`config.mk`:
```
export PLATFORM = sky130hd
export DESIGN_NAME = dns_name_label_encoder_flat
export DESIGN_NICKNAME = d
export VERILOG_FILES = /design/src/sv/dnle_pkg.sv /design/src/sv/dnle_in_if.sv /design/src/sv/dnle_out_if.sv /design/src/sv/dns_name_label_encoder.sv /design/src/sv/dnle_label_ram.sv /design/src/sv/dnle_checker.sv /design/src/sv/dnle_flush_seq.sv /design/src/flat_wrapper.sv
export SDC_FILE = /design/constraint.sdc
export NUM_CORES = 1
export LEC_CHECK = 0
export BUFFER_PORTS_ARGS = -buffer_cell sky130_fd_sc_hd__buf_2
export CAP_MARGIN = 20
export CORE_UTILIZATION = 40
export DETAILED_ROUTE_END_ITERATION = 16
export GPL_TIMING_DRIVEN = 0
export PLACE_DENSITY = 0.58
export SLEW_MARGIN = 20
export SYNTH_ARGS = -nofsm -noshare
export SYNTH_HDL_FRONTEND = slang
export SYNTH_SLANG_ARGS = --single-unit
```
`constraint.sdc`:
```
create_clock -name clk -period 5.5 [get_ports clk]
set_clock_uncertainty 0.2 [all_clocks]
set_input_delay 1.1 -clock clk [delete_from_list [all_inputs] [get_ports clk]]
set_output_delay 1.1 -clock clk [all_outputs]
set_load 0.05 [all_outputs]
```
`src/sv/dnle_pkg.sv`:
```
`timescale 1ns / 1ps

package dnle_pkg;

	// longest label that a name may carry
	localparam int MAX_LABEL = 63;
	// label count saturates at MAX_LABEL + 1
	localparam int CNT_W  = $clog2(MAX_LABEL + 2);
	// label length and label store index
	localparam int LEN_W  = $clog2(MAX_LABEL + 1);
	localparam int ADDR_W = LEN_W;
	localparam int BYTE_W = 8;

	localparam logic [BYTE_W-1:0] CHAR_DOT  = 8'h2E;
	localparam logic [BYTE_W-1:0] CHAR_DASH = 8'h2D;

	// label store write port
	typedef struct packed {
		logic              en;
		logic [ADDR_W-1:0] addr;
		logic [BYTE_W-1:0] data;
	} wr_t;

	// work handed from the checker to the flush sequencer
	typedef struct packed {
		logic             flush;
		logic [LEN_W-1:0] len;
		logic             name_end;
		logic             name_bad;
	} cmd_t;

	function automatic logic char_allowed(input logic [BYTE_W-1:0] c);
		logic ok;
		ok = 1'b0;
		if (c >= 8'h61 && c <= 8'h7A) ok = 1'b1;
		if (c >= 8'h41 && c <= 8'h5A) ok = 1'b1;
		if (c >= 8'h30 && c <= 8'h39) ok = 1'b1;
		if (c == CHAR_DASH || c == CHAR_DOT) ok = 1'b1;
		return ok;
	endfunction

endpackage

```
`src/sv/dnle_in_if.sv`:
```
`timescale 1ns / 1ps

interface dnle_in_if;
	logic       valid;
	logic       ready;
	logic [7:0] char_byte;
	logic       in_last;

	modport source (output valid, output char_byte, output in_last, input ready);
	modport sink (input valid, input char_byte, input in_last, output ready);
endinterface

```
`src/sv/dnle_out_if.sv`:
```
`timescale 1ns / 1ps

interface dnle_out_if;
	logic       valid;
	logic       ready;
	logic [7:0] out_byte;
	logic       run_last;
	logic       name_end;
	logic       name_bad;

	modport source (output valid, output out_byte, output run_last, output name_end,
		output name_bad, input ready);
	modport sink (input valid, input out_byte, input run_last, input name_end,
		input name_bad, output ready);
endinterface

```
`src/sv/dns_name_label_encoder.sv`:
```
`timescale 1ns / 1ps

// Encodes a dotted domain name, one character per input beat, into
// length-prefixed labels; the closing zero root byte is sent only when the
// final character flushes no label, name_end marks the final beat and
// name_bad tells whether the whole name must be dropped. Characters are
// held in a label RAM and replayed when a dot or the final character ends
// a label. An item takes one input beat; one that flushes a label stalls
// the input while it sends the length byte, then one label RAM read per
// byte through its registered read port into the output register. The
// final character of a name that flushes nothing stalls the input while
// its closing beat is sent. Items are worked one at a time.
module dns_name_label_encoder
	import dnle_pkg::*;
(
	input  logic      clk,
	input  logic      arst_n,
	dnle_in_if.sink   char_in,
	dnle_out_if.source enc_out
);

	logic              accept;
	logic              idle;
	wr_t               wr;
	cmd_t              cmd;
	logic              rd_en;
	logic [ADDR_W-1:0] rd_addr;
	logic [BYTE_W-1:0] rd_data;

	assign char_in.ready = idle;
	assign accept        = char_in.valid && idle;

	dnle_checker u_checker (
		.clk       (clk),
		.arst_n    (arst_n),
		.accept    (accept),
		.char_byte (char_in.char_byte),
		.in_last   (char_in.in_last),
		.wr        (wr),
		.cmd       (cmd)
	);

	dnle_label_ram #(
		.DATA_W (BYTE_W),
		.DEPTH  (MAX_LABEL),
		.ADDR_W (ADDR_W)
	) u_label_ram (
		.clk     (clk),
		.wr_en   (wr.en),
		.wr_addr (wr.addr),
		.wr_data (wr.data),
		.rd_en   (rd_en),
		.rd_addr (rd_addr),
		.rd_data (rd_data)
	);

	dnle_flush_seq u_flush_seq (
		.clk     (clk),
		.arst_n  (arst_n),
		.accept  (accept),
		.cmd     (cmd),
		.idle    (idle),
		.rd_en   (rd_en),
		.rd_addr (rd_addr),
		.rd_data (rd_data),
		.enc_out (enc_out)
	);

endmodule

```
`src/sv/dnle_label_ram.sv`:
```
`timescale 1ns / 1ps

module dnle_label_ram #(
	parameter int DATA_W = 8,
	parameter int DEPTH  = 63,
	parameter int ADDR_W = $clog2(DEPTH)
) (
	input  logic              clk,
	input  logic              wr_en,
	input  logic [ADDR_W-1:0] wr_addr,
	input  logic [DATA_W-1:0] wr_data,
	input  logic              rd_en,
	input  logic [ADDR_W-1:0] rd_addr,
	output logic [DATA_W-1:0] rd_data
);

	logic [DATA_W-1:0] mem [DEPTH];

	// write port
	always_ff @(posedge clk) begin
		if (wr_en) mem[wr_addr] <= wr_data;
	end

	// registered read, data holds while not enabled
	always_ff @(posedge clk) begin
		if (rd_en) rd_data <= mem[rd_addr];
	end

endmodule

```
`src/sv/dnle_checker.sv`:
```
`timescale 1ns / 1ps

module dnle_checker
	import dnle_pkg::*;
(
	input  logic              clk,
	input  logic              arst_n,
	input  logic              accept,
	input  logic [BYTE_W-1:0] char_byte,
	input  logic              in_last,
	output wr_t               wr,
	output cmd_t              cmd
);

	logic [CNT_W-1:0] cnt_q;
	logic             seen_q;
	logic             err_q;

	logic             allowed;
	logic             is_dot;
	logic             cnt_zero;
	logic             cnt_over;
	logic             dot_ok;
	logic             err1;
	logic             seen1;
	logic [CNT_W-1:0] cnt1;
	logic             err2;
	logic             last_flush;

	// classify the character against the current label
	always_comb begin
		allowed  = char_allowed(char_byte);
		is_dot   = (char_byte == CHAR_DOT);
		cnt_zero = (cnt_q == '0);
		cnt_over = (cnt_q > CNT_W'(MAX_LABEL));
		dot_ok   = allowed && is_dot && !cnt_zero && !cnt_over;
		err1     = err_q || !allowed || (is_dot && !dot_ok);
		seen1    = seen_q || dot_ok;
		if (!allowed) begin
			cnt1 = cnt_q;
		end else if (is_dot) begin
			cnt1 = '0;
		end else if (!cnt_over) begin
			cnt1 = cnt_q + CNT_W'(1);
		end else begin
			cnt1 = cnt_q;
		end
		err2       = err1 || (cnt1 > CNT_W'(MAX_LABEL)) || !seen1;
		last_flush = in_last && !err2 && (cnt1 != '0);
	end

	// store label characters while within the limit
	always_comb begin
		wr.en   = accept && allowed && !is_dot && (cnt_q < CNT_W'(MAX_LABEL));
		wr.addr = cnt_q[ADDR_W-1:0];
		wr.data = char_byte;
	end

	// flush request for the sequencer
	always_comb begin
		cmd.flush    = (dot_ok && !err_q) || last_flush;
		cmd.len      = (dot_ok && !err_q) ? cnt_q[LEN_W-1:0] : cnt1[LEN_W-1:0];
		cmd.name_end = in_last;
		cmd.name_bad = in_last && err2;
	end

	// advance the name state, clear it after the final character
	always_ff @(posedge clk or negedge arst_n) begin
		if (!arst_n) begin
			cnt_q  <= '0;
			seen_q <= 1'b0;
			err_q  <= 1'b0;
		end else if (accept) begin
			if (in_last) begin
				cnt_q  <= '0;
				seen_q <= 1'b0;
				err_q  <= 1'b0;
			end else begin
				cnt_q  <= cnt1;
				seen_q <= seen1;
				err_q  <= err1;
			end
		end
	end

endmodule

```
`src/sv/dnle_flush_seq.sv`:
```
`timescale 1ns / 1ps

module dnle_flush_seq
	import dnle_pkg::*;
(
	input  logic              clk,
	input  logic              arst_n,
	input  logic              accept,
	input  cmd_t              cmd,
	output logic              idle,
	output logic              rd_en,
	output logic [ADDR_W-1:0] rd_addr,
	input  logic [BYTE_W-1:0] rd_data,
	dnle_out_if.source        enc_out
);

	typedef enum logic [3:0] {
		S_IDLE = 4'b0001,
		S_LEN  = 4'b0010,
		S_DATA = 4'b0100,
		S_ZERO = 4'b1000
	} state_t;

	state_t           state_q;
	logic [LEN_W-1:0] len_q;
	logic             end_q;
	logic             bad_q;
	logic [LEN_W-1:0] iss_q;
	logic [LEN_W-1:0] mov_q;
	logic             rd_v_s1;

	logic              out_v_q;
	logic [BYTE_W-1:0] out_byte_q;
	logic              run_last_q;
	logic              name_end_q;
	logic              name_bad_q;

	logic out_free;
	logic move;
	logic issue;
	logic final_mv;

	assign idle     = (state_q == S_IDLE);
	assign out_free = !out_v_q || enc_out.ready;
	assign move     = (state_q == S_DATA) && rd_v_s1 && out_free;
	assign issue    = (state_q == S_DATA) && (iss_q != len_q) && (!rd_v_s1 || move);
	assign final_mv = (mov_q == len_q - LEN_W'(1));
	assign rd_en    = issue;
	assign rd_addr  = iss_q;

	assign enc_out.valid    = out_v_q;
	assign enc_out.out_byte = out_byte_q;
	assign enc_out.run_last = run_last_q;
	assign enc_out.name_end = name_end_q;
	assign enc_out.name_bad = name_bad_q;

	// sequence the length byte, the label bytes and the closing beat
	always_ff @(posedge clk or negedge arst_n) begin
		if (!arst_n) begin
			state_q <= S_IDLE;
			len_q   <= '0;
			end_q   <= 1'b0;
			bad_q   <= 1'b0;
			iss_q   <= '0;
			mov_q   <= '0;
			rd_v_s1 <= 1'b0;
		end else begin
			case (state_q)
				S_IDLE: begin
					if (accept) begin
						len_q <= cmd.len;
						end_q <= cmd.name_end;
						bad_q <= cmd.name_bad;
						if (cmd.flush) state_q <= S_LEN;
						else if (cmd.name_end) state_q <= S_ZERO;
					end
				end
				S_LEN: begin
					if (out_free) begin
						iss_q   <= '0;
						mov_q   <= '0;
						state_q <= S_DATA;
					end
				end
				S_DATA: begin
					if (issue) iss_q <= iss_q + LEN_W'(1);
					if (move) begin
						mov_q <= mov_q + LEN_W'(1);
						if (final_mv) state_q <= S_IDLE;
					end
					if (issue) rd_v_s1 <= 1'b1;
					else if (move) rd_v_s1 <= 1'b0;
				end
				S_ZERO: begin
					if (out_free) state_q <= S_IDLE;
				end
				default: state_q <= S_IDLE;
			endcase
		end
	end

	// output register valid
	always_ff @(posedge clk or negedge arst_n) begin
		if (!arst_n) begin
			out_v_q <= 1'b0;
		end else if ((state_q == S_LEN && out_free) || move || (state_q == S_ZERO && out_free)) begin
			out_v_q <= 1'b1;
		end else if (enc_out.ready) begin
			out_v_q <= 1'b0;
		end
	end

	// output register payload
	always_ff @(posedge clk) begin
		if (state_q == S_LEN && out_free) begin
			out_byte_q <= BYTE_W'(len_q);
			run_last_q <= 1'b0;
			name_end_q <= 1'b0;
			name_bad_q <= 1'b0;
		end else if (move) begin
			out_byte_q <= rd_data;
			run_last_q <= final_mv;
			name_end_q <= final_mv && end_q;
			name_bad_q <= final_mv && end_q && bad_q;
		end else if (state_q == S_ZERO && out_free) begin
			out_byte_q <= '0;
			run_last_q <= 1'b1;
			name_end_q <= 1'b1;
			name_bad_q <= bad_q;
		end
	end

`ifndef NO_ASSERTIONS
	a_rdv_in_data: assert property (@(posedge clk) disable iff (!arst_n)
		rd_v_s1 |-> state_q == S_DATA)
		else $error("read data pending outside label replay");
	a_mov_le_iss: assert property (@(posedge clk) disable iff (!arst_n)
		state_q == S_DATA |-> mov_q <= iss_q && iss_q <= len_q)
		else $error("replay counters out of order");
	a_end_is_last: assert property (@(posedge clk) disable iff (!arst_n)
		out_v_q && name_end_q |-> run_last_q)
		else $error("name end on a beat that is not the last of its item");
	a_bad_needs_end: assert property (@(posedge clk) disable iff (!arst_n)
		out_v_q && name_bad_q |-> name_end_q)
		else $error("bad flag without name end");
`endif

endmodule

```
`src/flat_wrapper.sv`:
```
// flat-port wrapper written by rule: the top's interface ports become plain ports
module dns_name_label_encoder_flat import dnle_pkg::*;
  (clk, arst_n, char_in_valid, char_in_char_byte, char_in_in_last, char_in_ready, enc_out_valid, enc_out_out_byte, enc_out_run_last, enc_out_name_end, enc_out_name_bad, enc_out_ready);
  dnle_in_if char_in_i ();
  dnle_out_if enc_out_i ();
  input  logic clk;
  input  logic arst_n;
  input wire logic [$bits(char_in_i.valid)-1:0] char_in_valid;
  input wire logic [$bits(char_in_i.char_byte)-1:0] char_in_char_byte;
  input wire logic [$bits(char_in_i.in_last)-1:0] char_in_in_last;
  output wire logic [$bits(char_in_i.ready)-1:0] char_in_ready;
  output wire logic [$bits(enc_out_i.valid)-1:0] enc_out_valid;
  output wire logic [$bits(enc_out_i.out_byte)-1:0] enc_out_out_byte;
  output wire logic [$bits(enc_out_i.run_last)-1:0] enc_out_run_last;
  output wire logic [$bits(enc_out_i.name_end)-1:0] enc_out_name_end;
  output wire logic [$bits(enc_out_i.name_bad)-1:0] enc_out_name_bad;
  input wire logic [$bits(enc_out_i.ready)-1:0] enc_out_ready;
  assign char_in_i.valid = char_in_valid;
  assign char_in_i.char_byte = char_in_char_byte;
  assign char_in_i.in_last = char_in_in_last;
  assign char_in_ready = char_in_i.ready;
  assign enc_out_valid = enc_out_i.valid;
  assign enc_out_out_byte = enc_out_i.out_byte;
  assign enc_out_run_last = enc_out_i.run_last;
  assign enc_out_name_end = enc_out_i.name_end;
  assign enc_out_name_bad = enc_out_i.name_bad;
  assign enc_out_i.ready = enc_out_ready;
  dns_name_label_encoder u_core (.clk(clk), .arst_n(arst_n), .char_in(char_in_i), .enc_out(enc_out_i));
endmodule
```
* After elaboration in Yosys (flattened, before gate mapping)
Memories as Yosys holds them, arrays and structs flattened. A register that Yosys moved wholly into a read port is not among the register bits. Index checks and enable logic that the tools add are counted.
Word-level totals: memories kept 1, bits of input ports 13, logic and storage cells 139, bits in writable memories 504, register bits after elaboration 46, output and inout port bits 13
Cells by class: magnitude comparators 9, reductions and logical operators 56, add/subtract/negate cells 4, muxes and demuxes 38, eq/ne operators 15
Memory list:
- u_core.u_label_ram.mem | words 63, width 8, read ports 1, clocked after Yosys merged registers in 1, wr ports 1, line dnle_label_ram.sv:17 | logic [DATA_W-1:0] mem [DEPTH];
Operators by type and width (number):
- two-way mux 6 bit | 5
- two-way mux 4 bit | 7
- two-way mux 7 bit | 4
- case mux 6 bit (2 select lines) | 2
- logical AND 1 bit | 23
- two-way mux 1 bit | 17
- equality test 8 x 6 -> 1 bit (second input constant) | 2
- >= comparator 8 x 7 -> 1 bit (second input constant) | 2
- <= comparator 8 x 7 -> 1 bit (second input constant) | 2
- two-way mux 8 bit | 2
- case mux 4 bit (4 select lines) | 1
- > comparator 7 x 6 -> 1 bit (second input constant) | 2
- adder 6 x 1 -> 6 bit (second input constant) | 2
- logical OR 1 bit | 11
- zero test 1 bit | 10
- != test 2 bit (second input constant) | 5
- >= comparator 8 x 6 -> 1 bit (second input constant) | 1
- <= comparator 8 x 6 -> 1 bit (second input constant) | 1
- nonzero test 2 bit | 4
- adder 7 x 1 -> 7 bit (second input constant) | 1
- zero test 7 bit | 1
- < comparator 7 x 6 -> 1 bit (second input constant) | 1
- nonzero test 7 bit | 1
- equality test 6 bit | 1
- other kinds (12) | 14

* Logic depth before layout (Yosys ltp)
depth after elaboration 21, gate-level depth with buffers 11, depth with buffers taken out 9

* By module
Synthesis repeated with hierarchy kept, for this count alone.
Second synthesis, totals: cells, all modules 1265, area, all modules 22776.8 µm²
By module, submodules not included:
- dnle_label_ram | cells an instance 949, area each 19886.6 µm², sequential area each 15374.7 µm², times used 1
- dnle_flush_seq | cells an instance 183, area each 1888.1 µm², sequential area each 932.1 µm², times used 1
- dnle_checker | cells an instance 132, area each 996.0 µm², sequential area each 225.2 µm², times used 1
- dns_name_label_encoder | cells an instance 1, area each 6.3 µm², sequential area each 0.0 µm², times used 1

* Worst setup path after synthesis
No wires, ideal clock.
kind register to register, start point reg u_core.u_flush_seq.state_q[0], end point mem u_core.u_label_ram.mem[55][0] (enable), period minus slack after synthesis 3691 ps, library setup time 370 ps, path slack 1809 ps, data required time 4930 ps, path buffers 1, data arrival time 3121 ps, cell stages (with the launch flop) 7, path through dfstp_2 > nor4b_2 > nand2_1 > clkbuf_1 > nor4_1 > nand3_1 > nor2_1
Between the ends: longest elaborated chain between the ends 7
Ends and longest elaborated chain:
- from (decl) | line dnle_flush_seq.sv:24 | state_t state_q;
- from (signal assigned) | line dnle_flush_seq.sv:60 | state_q <= S_IDLE;
- from (signal assigned) | line dnle_flush_seq.sv:74 | if (cmd.flush) state_q <= S_LEN;
- from (signal assigned) | line dnle_flush_seq.sv:75 | else if (cmd.name_end) state_q <= S_ZERO;
- equality test 4 x 1 -> 1 bit | line dnle_flush_seq.sv:43 | assign idle = (state_q == S_IDLE);
- named net char_in_ready | line flat_wrapper.sv:11 | output wire logic [$bits(char_in_i.ready)-1:0] char_in_ready;
- logical AND 1 bit | line dns_name_label_encoder.sv:31 | assign accept = char_in.valid && idle;
- logical AND 1 bit (3 in a row) | line dnle_checker.sv:54 | wr.en = accept && allowed && !is_dot && (cnt_q < CNT_W'(MAX_LABEL));
- two-way mux 1 bit | line dnle_label_ram.sv:21 | if (wr_en) mem[wr_addr] <= wr_data;
- two-way mux 1 bit (implied by the code) | line dnle_label_ram.sv:21
- to (decl) | line dnle_label_ram.sv:17
The timed path passes the listed nets, and every way through them passes these cells.

* Final worst setup path
start point in char_in_char_byte[5], end point mem u_core.u_label_ram.mem[14][5] (enable)
Between the ends: longest elaborated chain between the ends 11, elaborated cells between the ends (all ways) 22, those cells by class 6 x order compare; 2 x eq/ne; 6 x mux; 8 x reduce/logical
Ends and longest elaborated chain:
- from (decl) | line flat_wrapper.sv:9 | input wire logic [$bits(char_in_i.char_byte)-1:0] char_in_char_byte;
- >= comparator 8 x 7 -> 1 bit / <= comparator 8 x 7 -> 1 bit (equally long branches) | line dnle_pkg.sv:35 | if (c >= 8'h61 && c <= 8'h7A) ok = 1'b1;
- logical AND 1 bit | line dnle_pkg.sv:35
- two-way mux 1 bit | line dnle_pkg.sv:35
- two-way mux 1 bit | line dnle_pkg.sv:36 | if (c >= 8'h41 && c <= 8'h5A) ok = 1'b1;
- two-way mux 1 bit | line dnle_pkg.sv:37 | if (c >= 8'h30 && c <= 8'h39) ok = 1'b1;
- two-way mux 1 bit | line dnle_pkg.sv:38 | if (c == CHAR_DASH || c == CHAR_DOT) ok = 1'b1;
- logical AND 1 bit | line dnle_checker.sv:54
- logical AND 1 bit * (2 in a row) | line dnle_checker.sv:54
- two-way mux 1 bit * | line dnle_label_ram.sv:21
- two-way mux 1 bit (implied by the code) * | line dnle_label_ram.sv:21
Every way passes the cells marked *; elsewhere a longest branch is shown, timed or not.

==> results.yml <==
status:
  status: "finished, final reports clean"
clocking:
  h-tree-depth: 2
  numCtsBuffers: 57
  ctsLongestPathBuffers: 3
  cts_tree: "yes"
  cts_setup_buffers: 0
  clk_pin_slew_ns: 0.06
  clkLatencyLatePin_ns: 0.64
  clock-sinks: 558
  cts_hold_buf: 0
  root_buffer: "clkbuf_16"
detailed_routing:
  first_iter_violations: 1142
  drc: 0
  dr_total_vias: 11100
  avgViaCountPerCell: 5.59
  postRouteWirelength_um: 52500
  dr.pass1.iters: 6
  ant_nets: 0
  wire_per_inst_um: 26.4
floorplanning:
  die_w_um: 238
  die-area_sq_um: 56700
  die_h_um: 238
  start_util: 0.405
  placementRows: 86
  core-area_sq_um: 55100
  ios: 26
yosys:
  async_flop_share: 0.0627
  syn_inst: 1110
  ys_warn_count: 0
  synth_cell_types: 56
  synthesis.nets: 1128
  synthFlopType: "edfxtp_1"
  synth.top_cell.area_share: 0.697
  syn_area_sq_um: 22300
  ys_seq_area_frac: 0.741
  synth.avg_cell_area_sq_um: 20.1
  synth_edf_count: 518
  yosys-top-cells-area: "edfxtp_1 70%, mux4_2 16%, dfrtp_1 3.8%"
  synth_seq_cells: 558
  yosys.area.top_type: "edfxtp_1"
layout:
  final.fill_count: 4726
  regArea_sq_um: 16500
  layout-area-overhead-vs-synth_pct: 13.0
  layout.cells.most_common: "edfxtp_1"
  fin_nets: 1212
  multi_input_area_sq_um: 5450
  final_cell_mix: "518 x edfxtp_1, 160 x mux4_2, 87 x nor2_1"
  final_core_util: 0.458
  diodes: 0
  drive_above_1_share: 0.236
sta:
  fmax_mhz: 189
  slew_viol_final: 0
  slew-limit-headroom: 0.349
  finalSetupViolations: 0
  post-route-period-util: 0.960
  finalCriticalPeriod_ns: 5.28
  worstMarginPinSlew_ns: 0.976
  rsz0062_at_grt: "yes"
  hold_viol_final: 0
setup_path:
  crit_fanout: 64
  cp.required_ns: 5.55
  critPathKind: "in -> reg"
  worstPathArrival_ns: 5.33
  cp-end-kind: "register"
  cp-start-kind: "primary input"
pwr:
  power.total_mw: 8.91
  cellPowerDensity_nw_per_um2: 353
  leakage_nw: 7.95
  ir_worst_vdd_uv: 230
global_route:
  grt_max_degree: 68
  grt_pass1_wl_um: 76800
  antenna_found_initial: 0
  grt-ovfl-total: 0
  grt_pass1_vias: 11100
  grt_util_all_layers: 0.189
min_path:
  holdCritPathClass: "reg -> reg"
placed_design:
  dp_hpwl_um: 32600
  globalplace.congestion: 0.861
  numPortBuffers: 24
run:
  maxCapViolations: 0
[layer usage]
metal / up-vias / global-route usage / part of all wire
met5: - / 0 / 0
met4: 0 / 0.0585 / 0.026
li1: 4736 / - / -
met1: 5937 / 0.277 / 0.44
met3: 86 / 0.0270 / 0.053
met2: 351 / 0.295 / 0.48
[metrics by stage]
step | instance area (sq um) | cells | hold slack [ns] | worst slack [ns] | setup TNS [ns]
2_1_floorplan | 22300 | 1110 | 0.242 | 1.81 | 0
3_3_place_gp | 23400 | 1882 | 0.232 | -0.624 | -190.08
3_5_place_dp | 23400 | 1883 | 0.239 | -0.374 | -47.65
4_1_cts | 25200 | 1987 | 0.252 | 0.293 | 0
5_1_grt | 25200 | 1987 | 0.269 | -0.0711 | -2.80
6_report | 25200 | 1987 | 0.246 | 0.218 | 0
[power by group]
| part | total, mW | internal (mW) | switching, mW | leakage, nW |
|---|---|---|---|---|
| logic | 0.409 | 0.123 | 0.286 | 1.90 |
| registers | 4.73 | 4.69 | 0.0449 | 5.16 |
| clock network | 3.77 | 2.14 | 1.63 | 0.884 |
[state kept, by name, summed over array words and instances (netlist names)]
register and count:
u_core.u_flush_seq.mov_q 6, u_core.u_flush_seq.enc_out.name_end 1, u_core.u_flush_seq.enc_out.valid 1, u_core.u_flush_seq.len_q 6, u_core.u_checker.seen_q 1, u_core.u_checker.cnt_q 7
u_core.u_flush_seq.rd_v_s1 1, u_core.u_flush_seq.enc_out.out_byte 8, u_core.u_flush_seq.state_q 4, u_core.u_checker.err_q 1, u_core.u_flush_seq.enc_out.run_last 1, u_core.u_label_ram.mem 504
u_core.u_flush_seq.bad_q 1, u_core.u_flush_seq.enc_out.name_bad 1, u_core.u_flush_seq.rd_addr 6, u_core.u_flush_seq.end_q 1, u_core.u_label_ram.rd_data 8
[synth_stat cells, types with 3 or more instances]
library cell,n
buf_6,8
dfrtp_1,34
buf_1,6
o21ai_0,23
nor2b_1,4
nor2_1,91
a22o_1,12
nor4_1,4
a21oi_1,18
xor2_1,11
nand3_1,11
nor3_1,5
buf_2,11
inv_1,11
clkbuf_1,34
a211oi_1,3
nand4_1,7
edfxtp_1,518
xnor2_1,12
and3_1,4
o31ai_1,6
o21ai_1,8
ha_1,5
mux2i_1,9
nand2_1,46
dfxtp_1,5
mux4_2,160
or3_1,5
[critical path, stage by stage]
cell and delay (ns):
buf_4 0.56, nor3b_1 0.40, o21ai_0 0.21, o22ai_2 0.35
nand2_1 0.21, nor4_1 0.64, nand3_1 0.83, nor2_1 0.95
[logic make-up (layout without fill, tap and decap cells)]
logic type | after synthesis | count (layout) | synth area share
flip-flops | 558 | 558 | 0.741
AND/OR/NAND/NOR | 193 | 193 | 0.0394
AO/OA/AOI/OAI | 91 | 91 | 0.0265
multiplexers | 170 | 170 | 0.166
buffers and inverters | 70 | 199 | 0.0151
XOR/XNOR | 23 | 23 | 0.00903
adder cells (fa/ha/maj) | 5 | 5 | 0.00280
[worst paths after layout]
check                                                    start                             endpoint  slack, ns  depth (start not counted)
setup / recovery                          char_in_char_byte[5]        u_core.u_label_ram.mem[14][5]       0.22                          8
hold / removal             u_core.u_flush_seq.enc_out.name_end  u_core.u_flush_seq.enc_out.name_end       0.25                          1
setup reg to reg                 u_core.u_flush_seq.state_q[0]        u_core.u_label_ram.mem[31][6]       1.19                          6
hold reg to reg            u_core.u_flush_seq.enc_out.name_end  u_core.u_flush_seq.enc_out.name_end       0.25                          1
min in group asynchronous                               arst_n              u_core.u_checker.seen_q       0.39                          1
max in group asynchronous                               arst_n          u_core.u_flush_seq.mov_q[0]       4.18                          1
[what timing repair did]
| item | in CTS | in global routing |
|---|---|---|
| gates resized for setup | 0 | 4 |
| endpoints found under the setup margin | 0 | 53 |
| endpoints found under the hold margin | 0 | 0 |
[cell type report]
type,count,area share
plain buffers,59,0.0117
repair buffers,25,0.00625
well taps,748,0.0371
clock inverters,35,0.0132
inverters,11,0.00164
flip-flops and latches,558,0.656
clock buffers,69,0.0584
multi-input cells,482,0.216
Note: power is estimated with default switching activity, not from simulation.
